$ cat src/rtl/core/slpg_pkg.sv
`default_nettype none

package slpg_pkg;

  // Default flash countdown, in millisecond ticks
  localparam int unsigned FLASH_LENGTH_DEF = 200;

  // Field and bus widths
  localparam int unsigned RgbW      = 24;
  localparam int unsigned ChanW     = 8;
  localparam int unsigned MaskW     = 6;
  localparam int unsigned IdxW      = 3;
  localparam int unsigned ShownW    = 3;
  localparam int unsigned PhaseW    = 12;
  localparam int unsigned CfgIdxW   = 3;
  localparam int unsigned InDataW   = 8;
  localparam int unsigned InUserW   = 2;
  localparam int unsigned OutDataW  = 40;

  // Output tdata layout, lowest bit first
  localparam int unsigned OutRedLsb   = 0;
  localparam int unsigned OutGreenLsb = 8;
  localparam int unsigned OutBlueLsb  = 16;
  localparam int unsigned OutShownLsb = 24;
  localparam int unsigned OutMaskLsb  = 27;
  localparam int unsigned OutUsedW    = 33;

  // Timing constants in milliseconds
  localparam logic [PhaseW-1:0] PhaseLast    = 12'd3999;
  localparam logic [PhaseW-1:0] OfflineBlink = 12'd100;
  localparam logic [PhaseW-1:0] BreathePer   = 12'd2000;
  localparam logic [PhaseW-1:0] BreatheHalf  = 12'd1000;
  localparam logic [PhaseW-1:0] ErrOn0End    = 12'd500;
  localparam logic [PhaseW-1:0] ErrOn1Beg    = 12'd1000;
  localparam logic [PhaseW-1:0] ErrOn1End    = 12'd1500;
  localparam logic [PhaseW-1:0] ErrOn2Beg    = 12'd2000;
  localparam logic [PhaseW-1:0] ErrOn2End    = 12'd2500;
  localparam logic [PhaseW-1:0] ErrOn3Beg    = 12'd3000;
  localparam logic [PhaseW-1:0] ErrOn3End    = 12'd3500;

  // Breathe ramp: x*255/1000 == (x * BreatheMul) >> BreatheShift for x in 0..1000
  localparam int unsigned BreatheXW     = 11;
  localparam int unsigned BreatheShift  = 18;
  localparam int unsigned BreatheProdW  = 27;
  localparam logic [BreatheProdW-1:0] BreatheMul = 27'd66847;

  // Color register reset values
  localparam logic [RgbW-1:0] RstRed    = 24'hFF0000;
  localparam logic [RgbW-1:0] RstGreen  = 24'h00FF00;
  localparam logic [RgbW-1:0] RstYellow = 24'hFFFF00;
  localparam logic [RgbW-1:0] RstBlue   = 24'h0000FF;
  localparam logic [RgbW-1:0] RstOrange = 24'hFF8000;
  localparam logic [RgbW-1:0] RstWhite  = 24'hFFFFFF;

  // Input beat kinds
  typedef enum logic [InUserW-1:0] {
    KIND_TICK  = 2'd0,
    KIND_SET   = 2'd1,
    KIND_CLEAR = 2'd2,
    KIND_FLASH = 2'd3
  } kind_t;

  // Status bit positions in the mask
  localparam logic [IdxW-1:0] ST_BOOT      = 3'd0;
  localparam logic [IdxW-1:0] ST_DISARMED  = 3'd1;
  localparam logic [IdxW-1:0] ST_ARMED     = 3'd2;
  localparam logic [IdxW-1:0] ST_OFFLINE   = 3'd3;
  localparam logic [IdxW-1:0] ST_DETECTION = 3'd4;
  localparam logic [IdxW-1:0] ST_ERROR     = 3'd5;

  // Reported status codes
  typedef enum logic [ShownW-1:0] {
    SHOWN_OFF       = 3'd0,
    SHOWN_BOOT      = 3'd1,
    SHOWN_DISARMED  = 3'd2,
    SHOWN_ARMED     = 3'd3,
    SHOWN_OFFLINE   = 3'd4,
    SHOWN_DETECTION = 3'd5,
    SHOWN_ERROR     = 3'd6
  } shown_t;

  // Configuration register indexes
  localparam logic [CfgIdxW-1:0] REG_RED    = 3'd0;
  localparam logic [CfgIdxW-1:0] REG_GREEN  = 3'd1;
  localparam logic [CfgIdxW-1:0] REG_YELLOW = 3'd2;
  localparam logic [CfgIdxW-1:0] REG_BLUE   = 3'd3;
  localparam logic [CfgIdxW-1:0] REG_ORANGE = 3'd4;
  localparam logic [CfgIdxW-1:0] REG_WHITE  = 3'd5;

endpackage

`default_nettype wire

$ cat src/rtl/core/status_led_pattern_generator.sv
`default_nettype none

// Status LED pattern engine. Each input beat is a 1 ms tick, a set or clear
// of one status bit, or a detection flash trigger; every beat yields exactly
// one output beat carrying the RGB color to show, the winning status and the
// active-status mask after that beat. The block takes one beat per clock
// unless a stalled result holds it off. A beat updates the state registers
// (mask, 0..3999 ms phase, flash countdown) at acceptance, and the color
// logic fed by those registers loads the output register once it is free.
// Color registers are written through the cfg port, which is always ready;
// write them only while no beat is in flight.
module status_led_pattern_generator
  import slpg_pkg::*;
#(
  parameter int unsigned FLASH_LENGTH = FLASH_LENGTH_DEF
) (
  input  wire logic                clk,
  input  wire logic                rst_n,
  // in_tdata: [2:0] status_index, [7:3] zero
  input  wire logic                in_tvalid,
  output logic                     in_tready,
  input  wire logic [InDataW-1:0]  in_tdata,
  // in_tuser: [1:0] kind
  input  wire logic [InUserW-1:0]  in_tuser,
  // out_tdata: [7:0] red, [15:8] green, [23:16] blue, [26:24] shown_status,
  //            [32:27] active_mask, [39:33] zero
  output logic                     out_tvalid,
  input  wire logic                out_tready,
  output logic [OutDataW-1:0]      out_tdata,
  input  wire logic                cfg_valid,
  output logic                     cfg_ready,
  input  wire logic [CfgIdxW-1:0]  cfg_index,
  input  wire logic [RgbW-1:0]     cfg_data
);

  localparam int unsigned FlashW = $clog2(FLASH_LENGTH + 1);
  localparam logic [FlashW-1:0] FlashLoad = FlashW'(FLASH_LENGTH);

  // Color registers
  logic [RgbW-1:0] red_r, green_r, yellow_r, blue_r, orange_r, white_r;

  // State registers
  logic [MaskW-1:0]  mask_r,  mask_nxt;
  logic [PhaseW-1:0] phase_r, phase_nxt;
  logic [FlashW-1:0] flash_r, flash_nxt;
  logic              pend_r,  pend_nxt;

  logic                out_valid_r, out_valid_nxt;
  logic [OutDataW-1:0] out_data_r,  out_data_nxt;

  logic          in_fire, out_take;
  kind_t         kind;
  logic [IdxW-1:0] idx;
  logic [MaskW-1:0] idx_bit;

  assign cfg_ready = 1'b1;
  assign out_take  = !out_valid_r || out_tready;
  assign in_tready = !pend_r || out_take;
  assign in_fire   = in_tvalid && in_tready;
  assign kind      = kind_t'(in_tuser);
  assign idx       = in_tdata[IdxW-1:0];
  assign idx_bit   = (idx <= ST_ERROR) ? (MaskW'(1) << idx) : '0;

  // State update for an accepted beat
  always_comb begin
    mask_nxt  = mask_r;
    phase_nxt = phase_r;
    flash_nxt = flash_r;
    if (in_fire) begin
      case (kind)
        KIND_TICK: begin
          phase_nxt = (phase_r == PhaseLast) ? '0 : phase_r + PhaseW'(1);
          flash_nxt = (flash_r != '0) ? flash_r - FlashW'(1) : flash_r;
        end
        KIND_SET:   mask_nxt  = mask_r | idx_bit;
        KIND_CLEAR: mask_nxt  = mask_r & ~idx_bit;
        KIND_FLASH: flash_nxt = FlashLoad;
        default:    mask_nxt  = mask_r;
      endcase
    end
  end

  // A pending state is one whose result has not yet entered the output register
  always_comb begin
    pend_nxt = pend_r;
    if (in_fire) begin
      pend_nxt = 1'b1;
    end else if (out_take) begin
      pend_nxt = 1'b0;
    end
  end

  // Pattern timing from the phase counter
  logic                    err_on;
  logic [BreatheXW-1:0]    br_p, br_x;
  logic [BreatheProdW-1:0] br_prod;
  logic [ChanW-1:0]        breathe;
  logic [RgbW-1:0]         base_rgb, rgb;
  shown_t                  shown;

  assign err_on = (phase_r < ErrOn0End) ||
                  (phase_r >= ErrOn1Beg && phase_r < ErrOn1End) ||
                  (phase_r >= ErrOn2Beg && phase_r < ErrOn2End) ||
                  (phase_r >= ErrOn3Beg && phase_r < ErrOn3End);

  // Triangle over 2000 ms, scaled to 0..255
  assign br_p    = (phase_r >= BreathePer) ? BreatheXW'(phase_r - BreathePer)
                                           : BreatheXW'(phase_r);
  assign br_x    = (br_p < BreatheXW'(BreatheHalf)) ? br_p
                                                    : BreatheXW'(BreathePer) - br_p;
  assign br_prod = BreatheProdW'(br_x) * BreatheMul;
  assign breathe = br_prod[BreatheShift +: ChanW];

  assign base_rgb = mask_r[ST_ARMED]    ? green_r  :
                    mask_r[ST_DISARMED] ? yellow_r :
                    mask_r[ST_BOOT]     ? blue_r   : '0;

  // Priority: flash, error, detection, offline, armed, disarmed, boot
  always_comb begin
    rgb   = '0;
    shown = SHOWN_OFF;
    if (flash_r != '0) begin
      rgb   = white_r;
      shown = SHOWN_DETECTION;
    end else if (mask_r[ST_ERROR]) begin
      rgb   = err_on ? red_r : '0;
      shown = SHOWN_ERROR;
    end else if (mask_r[ST_DETECTION]) begin
      rgb   = white_r;
      shown = SHOWN_DETECTION;
    end else if (mask_r[ST_OFFLINE]) begin
      rgb   = (phase_r < OfflineBlink) ? orange_r : base_rgb;
      shown = SHOWN_OFFLINE;
    end else if (mask_r[ST_ARMED]) begin
      rgb   = green_r;
      shown = SHOWN_ARMED;
    end else if (mask_r[ST_DISARMED]) begin
      rgb   = yellow_r;
      shown = SHOWN_DISARMED;
    end else if (mask_r[ST_BOOT]) begin
      rgb   = RgbW'(breathe);
      shown = SHOWN_BOOT;
    end
  end

  // Output register
  always_comb begin
    out_valid_nxt = out_valid_r;
    out_data_nxt  = out_data_r;
    if (out_take) begin
      out_valid_nxt = pend_r;
      if (pend_r) begin
        out_data_nxt = '0;
        out_data_nxt[OutRedLsb   +: ChanW]  = rgb[23:16];
        out_data_nxt[OutGreenLsb +: ChanW]  = rgb[15:8];
        out_data_nxt[OutBlueLsb  +: ChanW]  = rgb[7:0];
        out_data_nxt[OutShownLsb +: ShownW] = shown;
        out_data_nxt[OutMaskLsb  +: MaskW]  = mask_r;
      end
    end
  end

  assign out_tvalid = out_valid_r;
  assign out_tdata  = out_data_r;

  always_ff @(posedge clk) begin
    if (!rst_n) begin
      mask_r      <= '0;
      phase_r     <= '0;
      flash_r     <= '0;
      pend_r      <= 1'b0;
      out_valid_r <= 1'b0;
      red_r       <= RstRed;
      green_r     <= RstGreen;
      yellow_r    <= RstYellow;
      blue_r      <= RstBlue;
      orange_r    <= RstOrange;
      white_r     <= RstWhite;
    end else begin
      mask_r      <= mask_nxt;
      phase_r     <= phase_nxt;
      flash_r     <= flash_nxt;
      pend_r      <= pend_nxt;
      out_valid_r <= out_valid_nxt;
      // Color register writes; indexes past the list are dropped
      if (cfg_valid && cfg_ready) begin
        case (cfg_index)
          REG_RED:    red_r    <= cfg_data;
          REG_GREEN:  green_r  <= cfg_data;
          REG_YELLOW: yellow_r <= cfg_data;
          REG_BLUE:   blue_r   <= cfg_data;
          REG_ORANGE: orange_r <= cfg_data;
          REG_WHITE:  white_r  <= cfg_data;
          default:    red_r    <= red_r;
        endcase
      end
    end
  end

  // Payload register, no reset needed
  always_ff @(posedge clk) begin
    out_data_r <= out_data_nxt;
  end

endmodule

`default_nettype wire

$ cat config.mk
export PLATFORM = sky130hd
export DESIGN_NAME = status_led_pattern_generator
export DESIGN_NICKNAME = d
export VERILOG_FILES = /design/src/rtl/core/slpg_pkg.sv /design/src/rtl/core/status_led_pattern_generator.sv
export SDC_FILE = /design/constraint.sdc
export NUM_CORES = 1
export LEC_CHECK = 0
export ABC_AREA = 1
export BUFFER_PORTS_ARGS = -buffer_cell sky130_fd_sc_hd__buf_2
export CAP_MARGIN = 10
export CORE_MARGIN = 2
export CORE_UTILIZATION = 65
export DETAILED_ROUTE_END_ITERATION = 7
export PLACE_DENSITY = 0.89
export SLEW_MARGIN = 10
export SYNTH_ARGS = -nofsm -noshare
export SYNTH_HDL_FRONTEND = slang
export SYNTH_SLANG_ARGS = --single-unit
$ cat constraint.sdc
create_clock -name clk -period 16.34 [get_ports clk]
set_input_delay 0.817 -clock clk [delete_from_list [all_inputs] [get_ports clk]]
set_output_delay 0.817 -clock clk [all_outputs]
set_load 0.05 [all_outputs]
After elaboration in Yosys (flattened, before gate mapping)
Index checks and enable logic that the tools add are counted.

Register bits after elaboration: 205. Input port bits: 42. Output and inout bits: 43. Logic and storage cells: 98.

Add/subtract/negate cells: 4. Multiply operators: 1. Order comparisons: 10. Eq/ne operators: 10. Shifts and indexed selects: 1. Muxes and demuxes: 27. Bitwise operators: 3. Reduce and logical (&&, ||, !) cells: 28.

Operators by type and width (count): 2-to-1 mux 24 bit (11); multiplier 11 x 17 -> 26 bit (second input constant) (1); < comparator 12 bit (second input constant) (2); 2-to-1 mux 11 bit (2); AND reduction 2 bit (9); 2-to-1 mux 8 bit (2); one-hot mux 8 bit (2 select lines) (1); adder 12 x 1 -> 12 bit (second input constant) (1); equality test 12 bit (second input constant) (1); greater-or-equal comparator 12 x 10 -> 1 bit (second input constant) (1); greater-or-equal comparator 12 x 11 -> 1 bit (second input constant) (1); greater-or-equal comparator 12 bit (second input constant) (1); < comparator 12 x 11 -> 1 bit (second input constant) (1); < comparator 12 x 7 -> 1 bit (second input constant) (1); < comparator 12 x 9 -> 1 bit (second input constant) (1); 2-to-1 mux 12 bit (1); one-hot mux 6 bit (2 select lines) (1); < comparator 11 x 10 -> 1 bit (second input constant) (1); subtractor 11 bit (first input constant) (1); subtractor 11 bit (second input constant) (1); 2-to-1 mux 2 bit (5); nonzero test 8 bit (1); subtractor 8 x 1 -> 8 bit (second input constant) (1); bitwise AND 6 bit (1); 20 further kinds (35).

Logic depth before layout (Yosys ltp)
Gate-level depths: netlist (run 1).

Depth after elaboration: 12. Depth in mapped cells: 47. Gate-level depth less buffers: 46.

Worst setup path before layout (run 1)
OpenSTA, ideal clock, no wires.

Kind: register to register. From: reg phase_r[4]. To: reg out_data_r[20] (netlist: out_tdata[20]), data pin. Library setup time: 0.252 ns. Data arrival time: 6.538 ns. Required time: 16.088 ns. Setup slack: 9.549 ns. Stages on the path, launching flop included: 43. Buffers on the path: 1. Period minus slack after synthesis: 6.791 ns. Cell sequence: dfxtp_1 -> inv_1 -> ha_1 -> inv_2 -> nand3_2 -> nor2_2 -> nor2_4 -> nand2_4 -> buf_12 -> a21oi_4 -> nand2_2 -> nor2_2 -> nand2_2 -> nand2_2 -> o21ai_0 -> nand2_1 -> nand2_4 -> ha_1 -> [7 not listed] -> inv_1 -> fa_1 -> inv_1 -> ha_1 -> nand2_1 -> inv_1 -> a21oi_1 -> o21ai_0 -> nand2_1 -> nand3_1 -> a31o_2 -> or2_2 -> nand3_1 -> nand2_1 -> nand2_1 -> nand2_1 -> nand2_1 -> nand2_1.

Longest elaborated chain between the ends: 12. Elaborated cells between the ends (all ways): 29. Classes of those cells: add/sub (2); mul (1); order compare (9); mux (11); reduce/logical (6).

RTL lines: from (decl) (RTL line status_led_pattern_generator.sv:44) `logic [PhaseW-1:0] phase_r, phase_nxt;`; from (signal assigned) (RTL line status_led_pattern_generator.sv:181) `phase_r <= phase_nxt;`; subtractor 11 bit / greater-or-equal comparator 12 x 11 -> 1 bit (equally long branches) (RTL line status_led_pattern_generator.sv:107, status_led_pattern_generator.sv:103); 2-to-1 mux 11 bit (RTL line status_led_pattern_generator.sv:107) `assign br_p = (phase_r >= BreathePer) ? BreatheXW'(phase_r - BreathePer)`; subtractor 11 bit / < comparator 11 x 10 -> 1 bit (equally long branches) (RTL line status_led_pattern_generator.sv:110, status_led_pattern_generator.sv:109); 2-to-1 mux 11 bit (RTL line status_led_pattern_generator.sv:109) `assign br_x = (br_p < BreatheXW'(BreatheHalf)) ? br_p`; multiplier 11 x 17 -> 26 bit (RTL line status_led_pattern_generator.sv:111) `assign br_prod = BreatheProdW'(br_x) * BreatheMul;`; 2-to-1 mux 8 bit (RTL line status_led_pattern_generator.sv:140) `end else if (mask_r[ST_BOOT]) begin`; 2-to-1 mux 24 bit (RTL line status_led_pattern_generator.sv:137) `end else if (mask_r[ST_DISARMED]) begin`; 2-to-1 mux 24 bit (RTL line status_led_pattern_generator.sv:134) `end else if (mask_r[ST_ARMED]) begin`; 2-to-1 mux 24 bit (RTL line status_led_pattern_generator.sv:131) `end else if (mask_r[ST_OFFLINE]) begin`; 2-to-1 mux 24 bit (RTL line status_led_pattern_generator.sv:128) `end else if (mask_r[ST_DETECTION]) begin`; 2-to-1 mux 24 bit * (RTL line status_led_pattern_generator.sv:125) `end else if (mask_r[ST_ERROR]) begin`; 2-to-1 mux 24 bit * (RTL line status_led_pattern_generator.sv:122) `if (flash_r != '0) begin`; named net rgb[4] (RTL line status_led_pattern_generator.sv:98) `logic [RgbW-1:0] base_rgb, rgb;`; to (signal assigned) (RTL line status_led_pattern_generator.sv:202) `out_data_r <= out_data_nxt;`; to (decl) (RTL line status_led_pattern_generator.sv:49) `logic [OutDataW-1:0] out_data_r, out_data_nxt;`.

The timed path passes the listed nets; every way through them passes the cells marked *. A chain may end at the register's enable or synchronous reset.

Final worst setup path (run 1)
From: reg phase_r[4]. To: reg out_data_r[22] (netlist: out_tdata[22]), data pin.

The elaborated chain is that of the path after synthesis.

==> results of run 1 <==
## cell families (layout without fill, tap and decap cells)
group | count (synthesis) | count (layout) | synth area share
AO/OA/AOI/OAI | 334 | 334 | 0.154
XOR/XNOR | 14 | 14 | 0.00998
adder cells (fa/ha/maj) | 121 | 121 | 0.142
buffers and inverters | 294 | 337 | 0.0958
flip-flops | 205 | 205 | 0.361
other | 2 | 9 | 0.000611
AND/OR/NAND/NOR | 671 | 671 | 0.237
## through the flow
step	power (W)	worst slack [ns]
global route	0.00127	7.71
finish	0.00123	8.22
global placement	0.000737	8.47
floorplan	0.000690	9.55
detailed placement	0.000742	8.31
CTS	0.00123	8.29
## power breakdown
part | leakage [nW] | switching, W | internal [W]
Clock | 0.354 | 0.000195 | 0.000298
Combinational | 4.45 | 0.000132 | 0.0000458
Sequential | 1.71 | 0.0000119 | 0.000546
Total | 6.52 | 0.000340 | 0.000890
## state kept, by name, summed over array words and instances, names as in the netlist, named ones only
| signal | flops |
|---|---|
| phase_r | 12 |
| out_tdata | 33 |
| green_r | 24 |
| yellow_r | 24 |
| red_r | 24 |
| flash_r | 8 |
| pend_r | 1 |
| orange_r | 24 |
| white_r | 24 |
| blue_r | 24 |
| out_tvalid | 1 |
## critical path: cells and delay by family, from the launching register on
family	cells	cell delay [ns]
AO/OA/AOI/OAI	6	1.02
AND/OR/NAND/NOR	18	2.20
flip-flops	1	0.52
buffers and inverters	8	0.71
adder cells (fa/ha/maj)	8	3.46
## final timing paths
kind / end / startpoint / slack (ns)
max reg2reg: out_tdata[22]$_DFFE_PP_ / phase_r[4]$_SDFFE_PN0P_ / 8.22
min reg2reg: blue_r[20]$_SDFFE_PN0P_ / blue_r[20]$_SDFFE_PN0P_ / 0.45
max: out_tdata[22]$_DFFE_PP_ / phase_r[4]$_SDFFE_PN0P_ / 8.22
min: blue_r[20]$_SDFFE_PN0P_ / blue_r[20]$_SDFFE_PN0P_ / 0.45
## area by class of cell
type                            count  area (um^2)
Antenna cell                        1         2.50
Clock buffer                       36          676
Clock inverter                      4         48.8
Fill cell                        1431         5220
Inverter                          215          810
Multi-Input combinational cell   1148         6720
Sequential cell                   205         4430
Tap cell                          234          293
Timing Repair Buffer               82          440
## layer usage
metal	track usage	wire length, um	vias up
li1	-	-	5464
met4	0.199	2110	0
met3	0.0445	2270	141
met5	0	0	-
met2	0.575	15800	521
met1	0.367	12000	5297
## cells in the final DEF (no fill, tap or decap), types with 16 or more instances in the layout
master	count
nand2_1	313
inv_1	209
dfxtp_1	172
nand3_1	150
nor2_1	147
o21ai_0	138
a21oi_1	109
ha_1	91
buf_2	70
edfxtp_1	33
fa_1	30
clkbuf_16	24
a31oi_1	21
nor3_1	16
a22oi_1	16
==> results.py, run 1 <==
metrics = {
    "pwr": {
        "p_leak_nw": 6.52,
        "total_power_divided_by_cell_area_nw_per_um2": 91.6,
        "worst_case_vdd_ir_drop_mv": 0.0877,
    },
    "timing": {
        "worst-slew-pin-transition_ns": 1.22,
        "slew_violations": 0,
        "rsz0062_at_grt": "false",
        "layout_min_cycle_time_ns": 8.12,
        "final.setup_skew_ns": 0.0176,
        "fin_worst_hold_slack_ns": 0.448,
        "slew_headroom": 0.183,
        "post-route-period-util": 0.497,
        "setup-tns-final_ns": 0,
        "achievable-frequency_mhz": 123,
        "finalSetupViolCount": 0,
        "finalHoldViolCount": 0,
    },
    "yosys": {
        "synth.top_cells.by_count": "313 x nand2_1, 209 x inv_1, 172 x dfxtp_1",
        "synth.cell_area_um2": 12300,
        "synth_top_cells_by_area": "dfxtp_1 28%, nand2_1 9.6%, ha_1 9.3%, edfxtp_1 8.1%, inv_1 6.4%",
        "top_count_cell_post_synth": "nand2_1",
        "area_leader_netlist": "dfxtp_1",
        "number_of_flops_mapped_to_enable_cells_by_yosys": 33,
        "synth_flop_cell": "dfxtp_1",
        "yosys_register_bits": 205,
        "ys_seq_area_frac": 0.361,
        "proportion_of_register_bits_with_asynchronous_set_or_reset_after_synthesis": 0,
        "ys.warnings.count": 0,
        "synth.avg_cell_area_um2": 7.49,
        "yosysUniqueCellTypes": 53,
        "mapped_cells": 1641,
        "yosysTopAreaCellShare": 0.280,
    },
    "finish": {
        "layout-area-overhead-vs-synth_pct": 9.21,
        "final_layout_size_suffix_gt1_frac": 0.0935,
        "final_net_count": 1837,
        "layout.core_utilization": 0.720,
        "stdcell_count": 1925,
        "final_design_area_no_fill_um2": 13400,
    },
    "critical_path": {
        "critical_path.endpoint_type": "flop",
        "critPathArrivalTime_ns": 8.42,
        "worst_path_max_delay_cell": "fa_1",
        "cpMostUsedCell": "inv_1",
        "timing_worst_setup_path_type": "reg -> reg",
        "cp_peak_stage_delay_ns": 0.54,
        "reg2regPathDepth": 40,
        "startpoint_type": "flop",
        "worst_ep_required_time_ns": 16.63,
        "crit_path_max_fanout": 13,
    },
    "clock_tree": {
        "cts-resized-gates": 0,
        "tritoncts": "done",
        "clk_root_buffer_cell": "clkbuf_16",
        "cts_post_setup_buffers_inserted": 0,
        "clkSinkCount": 205,
        "cts-hold-fix-buffers": 0,
        "worstSkewPairLatency_ns": 0.51,
        "path_clk_slew_ns": 0.07,
        "cts_inserted_buffers": 22,
        "cts_max_level": 1,
        "cts-root-to-sink-buffers": 3,
    },
    "min_path": {
        "holdPathStages": 2,
        "timing.hold.worst.class": "reg -> reg",
    },
    "placed_design": {
        "dpl.cell_count": 1884,
        "detailed_place_hpwl_um": 22400,
        "placement.io_buffers": 71,
        "finalWeightedCongestion": 0.880,
        "placed_cell_area_um2": 12700,
    },
    "detailed_routing": {
        "detail-route-antenna-nets": 0,
        "routed_via_density": 5.93,
        "drt_first_iter_violations": 1043,
        "drt_drc_violations_left": 0,
        "route.detailed.wl_per_inst_um": 16.7,
        "detail_route.wirelength_um": 32200,
        "num_vias": 11423,
        "detailedRoute.firstPassIterationCount": 5,
    },
    "global_route": {
        "grt_pass1_wl_um": 52900,
        "grt_pass1_vias": 11338,
        "antenna_found_initial": 2,
        "grtUsageTotal": 0.323,
        "grt_overflow": 0,
        "grt_start_max_net_pins": 92,
    },
    "floorplan": {
        "io_pins": 85,
        "floorplan.die_area_um2": 20000,
        "initial_utilization": 0.659,
        "die_width_um": 142,
        "core_um2": 18600,
        "placement_rows": 50,
        "die_height_um": 142,
    },
    "status": {
        "run_status": "complete, no violations",
    },
    "flow_run": {
        "drv_cap": 0,
    },
}
(Power assumes the default switching activity.)
==> run 2, diff against run 1 <==
--- a/config.mk
+++ b/config.mk
@@ -5,13 +5,13 @@
 export SDC_FILE = /design/constraint.sdc
 export NUM_CORES = 1
 export LEC_CHECK = 0
-export ABC_AREA = 1
+export ABC_AREA = 0
 export BUFFER_PORTS_ARGS = -buffer_cell sky130_fd_sc_hd__buf_2
 export CAP_MARGIN = 10
 export CORE_MARGIN = 2
-export CORE_UTILIZATION = 65
+export CORE_UTILIZATION = 61
 export DETAILED_ROUTE_END_ITERATION = 7
-export PLACE_DENSITY = 0.89
+export PLACE_DENSITY = 0.84
 export SLEW_MARGIN = 10
 export SYNTH_ARGS = -nofsm -noshare
 export SYNTH_HDL_FRONTEND = slang
==> constraint.sdc (replaced) <==
create_clock -name clk -period 8.5 [get_ports clk]
set_input_delay 0.425 -clock clk [delete_from_list [all_inputs] [get_ports clk]]
set_output_delay 0.425 -clock clk [all_outputs]
set_load 0.05 [all_outputs]
==> run 2 against run 1 <==
Synthesized cell count decreased by 9.0%. Fmax up 1.1%. Critical path type unchanged. Largest power group unchanged. Critical endpoint is now out_tdata[21]$_DFFE_PP_. Worst setup slack worse by 7.8 ns.
==> results.py, run 2 <==
metrics = {
    "status": {
        "run_status": "complete, no violations",
    },
    "detailed_routing": {
        "detailedRoute.firstPassIterationCount": 5,
        "drt_drc_violations_left": 0,
        "detail-route-antenna-nets": 0,
        "routed_via_density": 6.01,
        "route.met2.wl_um": 15000,
        "detail_route.wirelength_um": 31400,
        "routed-wl-met3_um": 2550,
        "num_vias": 10890,
        "routedLengthMet1_um": 13000,
        "top_layer": "met4",
        "drt_first_iter_violations": 882,
        "route.detailed.wl_per_inst_um": 17.3,
    },
    "yosys": {
        "proportion_of_register_bits_with_asynchronous_set_or_reset_after_synthesis": 0,
        "synth_flop_cell": "dfxtp_1",
        "synth.avg_cell_area_um2": 8.10,
        "mapped_cells": 1494,
        "area_leader_netlist": "dfxtp_1",
        "ys.warnings.count": 0,
        "yosys_register_bits": 205,
        "top_count_cell_post_synth": "nand2_1",
        "number_of_flops_mapped_to_enable_cells_by_yosys": 33,
        "synth.top_cells.by_count": "368 x nand2_1, 172 x dfxtp_1, 101 x inv_1",
        "synth.cell_area_um2": 12100,
        "synth_top_cells_by_area": "dfxtp_1 28%, nand2_1 11%, ha_1 9.4%, edfxtp_1 8.2%, fa_1 5.0%",
        "yosysTopAreaCellShare": 0.285,
        "ys_seq_area_frac": 0.366,
        "yosysUniqueCellTypes": 66,
    },
    "clock_tree": {
        "cts_inserted_buffers": 22,
        "path_clk_slew_ns": 0.06,
        "worstSkewPairLatency_ns": 0.51,
        "cts-root-to-sink-buffers": 3,
        "cts_max_level": 1,
        "clkSinkCount": 205,
        "clk_root_buffer_cell": "clkbuf_16",
        "tritoncts": "done",
    },
    "timing": {
        "worst-slew-pin-transition_ns": 1.27,
        "final.setup_skew_ns": 0.0211,
        "slew_violations": 0,
        "post-route-period-util": 0.945,
        "rsz0062_at_grt": "false",
        "fin_worst_hold_slack_ns": 0.202,
        "setup-tns-final_ns": 0,
        "post-route-worst-setup-slack_ns": 0.466,
        "achievable-frequency_mhz": 124,
        "finalSetupViolCount": 0,
        "finalHoldViolCount": 0,
        "layout_min_cycle_time_ns": 8.03,
        "slew_headroom": 0.154,
    },
    "critical_path": {
        "worst_ep_required_time_ns": 8.72,
        "critPathArrivalTime_ns": 8.25,
        "timing_worst_setup_path_type": "reg -> reg",
        "crit_family": "adder cells",
        "cp.buffers_inverters": 2,
        "critical_path_cell_count": 28,
        "worst_path_max_delay_cell": "or4_4",
        "cpMostUsedCell": "ha_1",
        "reg2regPathDepth": 28,
        "cp_peak_stage_delay_ns": 0.61,
        "crit_path_max_fanout": 9,
        "startpoint_type": "flop",
        "critical_path.endpoint_type": "flop",
    },
    "placed_design": {
        "placed_cell_area_um2": 12600,
        "detailed_place_hpwl_um": 20900,
        "dpl.cell_count": 1765,
        "finalWeightedCongestion": 0.927,
        "placement.io_buffers": 71,
        "placement.setup.worst_slack_ns": 0.312,
    },
    "finish": {
        "stdcell_count": 1812,
        "layout-area-overhead-vs-synth_pct": 11.1,
        "mostFrequentLayoutCell": "nand2_1",
        "final_net_count": 1692,
        "final_cell_mix": "368 x nand2_1, 172 x dfxtp_1, 101 x inv_1",
        "final_layout_size_suffix_gt1_frac": 0.113,
        "final_design_area_no_fill_um2": 13400,
        "max_ffs_per_register": 33,
    },
    "global_route": {
        "antenna_found_initial": 2,
        "grtUsageTotal": 0.300,
        "grt_start_max_net_pins": 80,
        "grt_overflow": 0,
        "grt_pass1_vias": 10593,
        "grt_pass1_wl_um": 50900,
    },
    "pwr": {
        "worst_case_vdd_ir_drop_mv": 0.207,
        "p_leak_nw": 6.04,
        "total_power_divided_by_cell_area_nw_per_um2": 178,
    },
    "floorplan": {
        "io_pins": 85,
        "die_width_um": 145,
        "initial_utilization": 0.622,
        "placement_rows": 51,
        "core_um2": 19500,
        "die_height_um": 145,
        "floorplan.die_area_um2": 21000,
    },
    "flow_run": {
        "drv_cap": 0,
    },
    "min_path": {
        "timing.hold.worst.class": "in -> reg",
        "holdPathStages": 3,
    },
}
## run 2: cell types whose count changed after synthesis, sizes merged, moves of 17 or more
cell / before / now
inv: 213 / 101
nor2: 156 / 67
o21ai: 139 / 57
nand3: 153 / 93
nand2: 327 / 368
a21boi: 0 / 36
a31oi: 21 / 2
and3: 0 / 18
a211oi: 5 / 22
a21oi: 111 / 94
clkbuf: 62 / 79
mux2: 0 / 17
## run 2: through the flow
step	utilization	total power, W
global route	0.690	0.00247
detailed placement	0.648	0.00142
floorplan	-	0.00132
global placement	0.648	0.00141
CTS	0.687	0.00239
finish	0.691	0.00240
## run 2: report_power, final
group,switching (W),internal [W]
combinational,0.000230,0.000112
clock,0.000398,0.000595
sequential,0.0000229,0.00104
## run 2: worst reg2reg max path, delay by kind of cell, from the launching register on
kind	cells	cell delay [ns]
AO/OA/AOI/OAI	10	2.07
XOR/XNOR	1	0.21
adder cells (fa/ha/maj)	8	2.70
buffers and inverters	2	0.16
flip-flops	1	0.39
AND/OR/NAND/NOR	7	2.22
## run 2: final timing paths
path,start,to,slack [ns]
worst max-delay path,phase_r[1]$_SDFFE_PN0P_,out_tdata[21]$_DFFE_PP_,0.47
worst min-delay path,cfg_data[14],orange_r[14]$_SDFFE_PN0P_,0.20
worst max register to register,phase_r[1]$_SDFFE_PN0P_,out_tdata[21]$_DFFE_PP_,0.47
worst min register to register,orange_r[7]$_SDFFE_PN0P_,orange_r[7]$_SDFFE_PN0P_,0.45
## run 2: final cells by class
type	instances	area [um^2]
diodes	2	5.00
clock buffers	26	596
clock inverters	14	160
fillers	1506	6020
inverters	101	379
multi-input cells	1100	6960
flip-flops and latches	205	4430
well taps	265	332
repair buffers	99	576
## run 2: metal layers
layer  vias up  track usage
met5         -            0
met4         0       0.0996
met3        74       0.0474
met2       483        0.508
met1      5177        0.393
li1       5156            -
## run 2: kinds of logic after synthesis
logic type / after synthesis / synth area share
buffers and inverters: 195 / 0.0638
adder cells (fa/ha/maj): 121 / 0.144
flip-flops: 205 / 0.366
AND/OR/NAND/NOR: 628 / 0.226
other: 2 / 0.000621
multiplexers: 23 / 0.0208
AO/OA/AOI/OAI: 290 / 0.156
XOR/XNOR: 30 / 0.0217
## run 2: timing repair
action	CTS	global route
gates resized for setup	0	6
setup endpoints to repair	0	8
hold buffers	0	0
buffers inserted	0	4
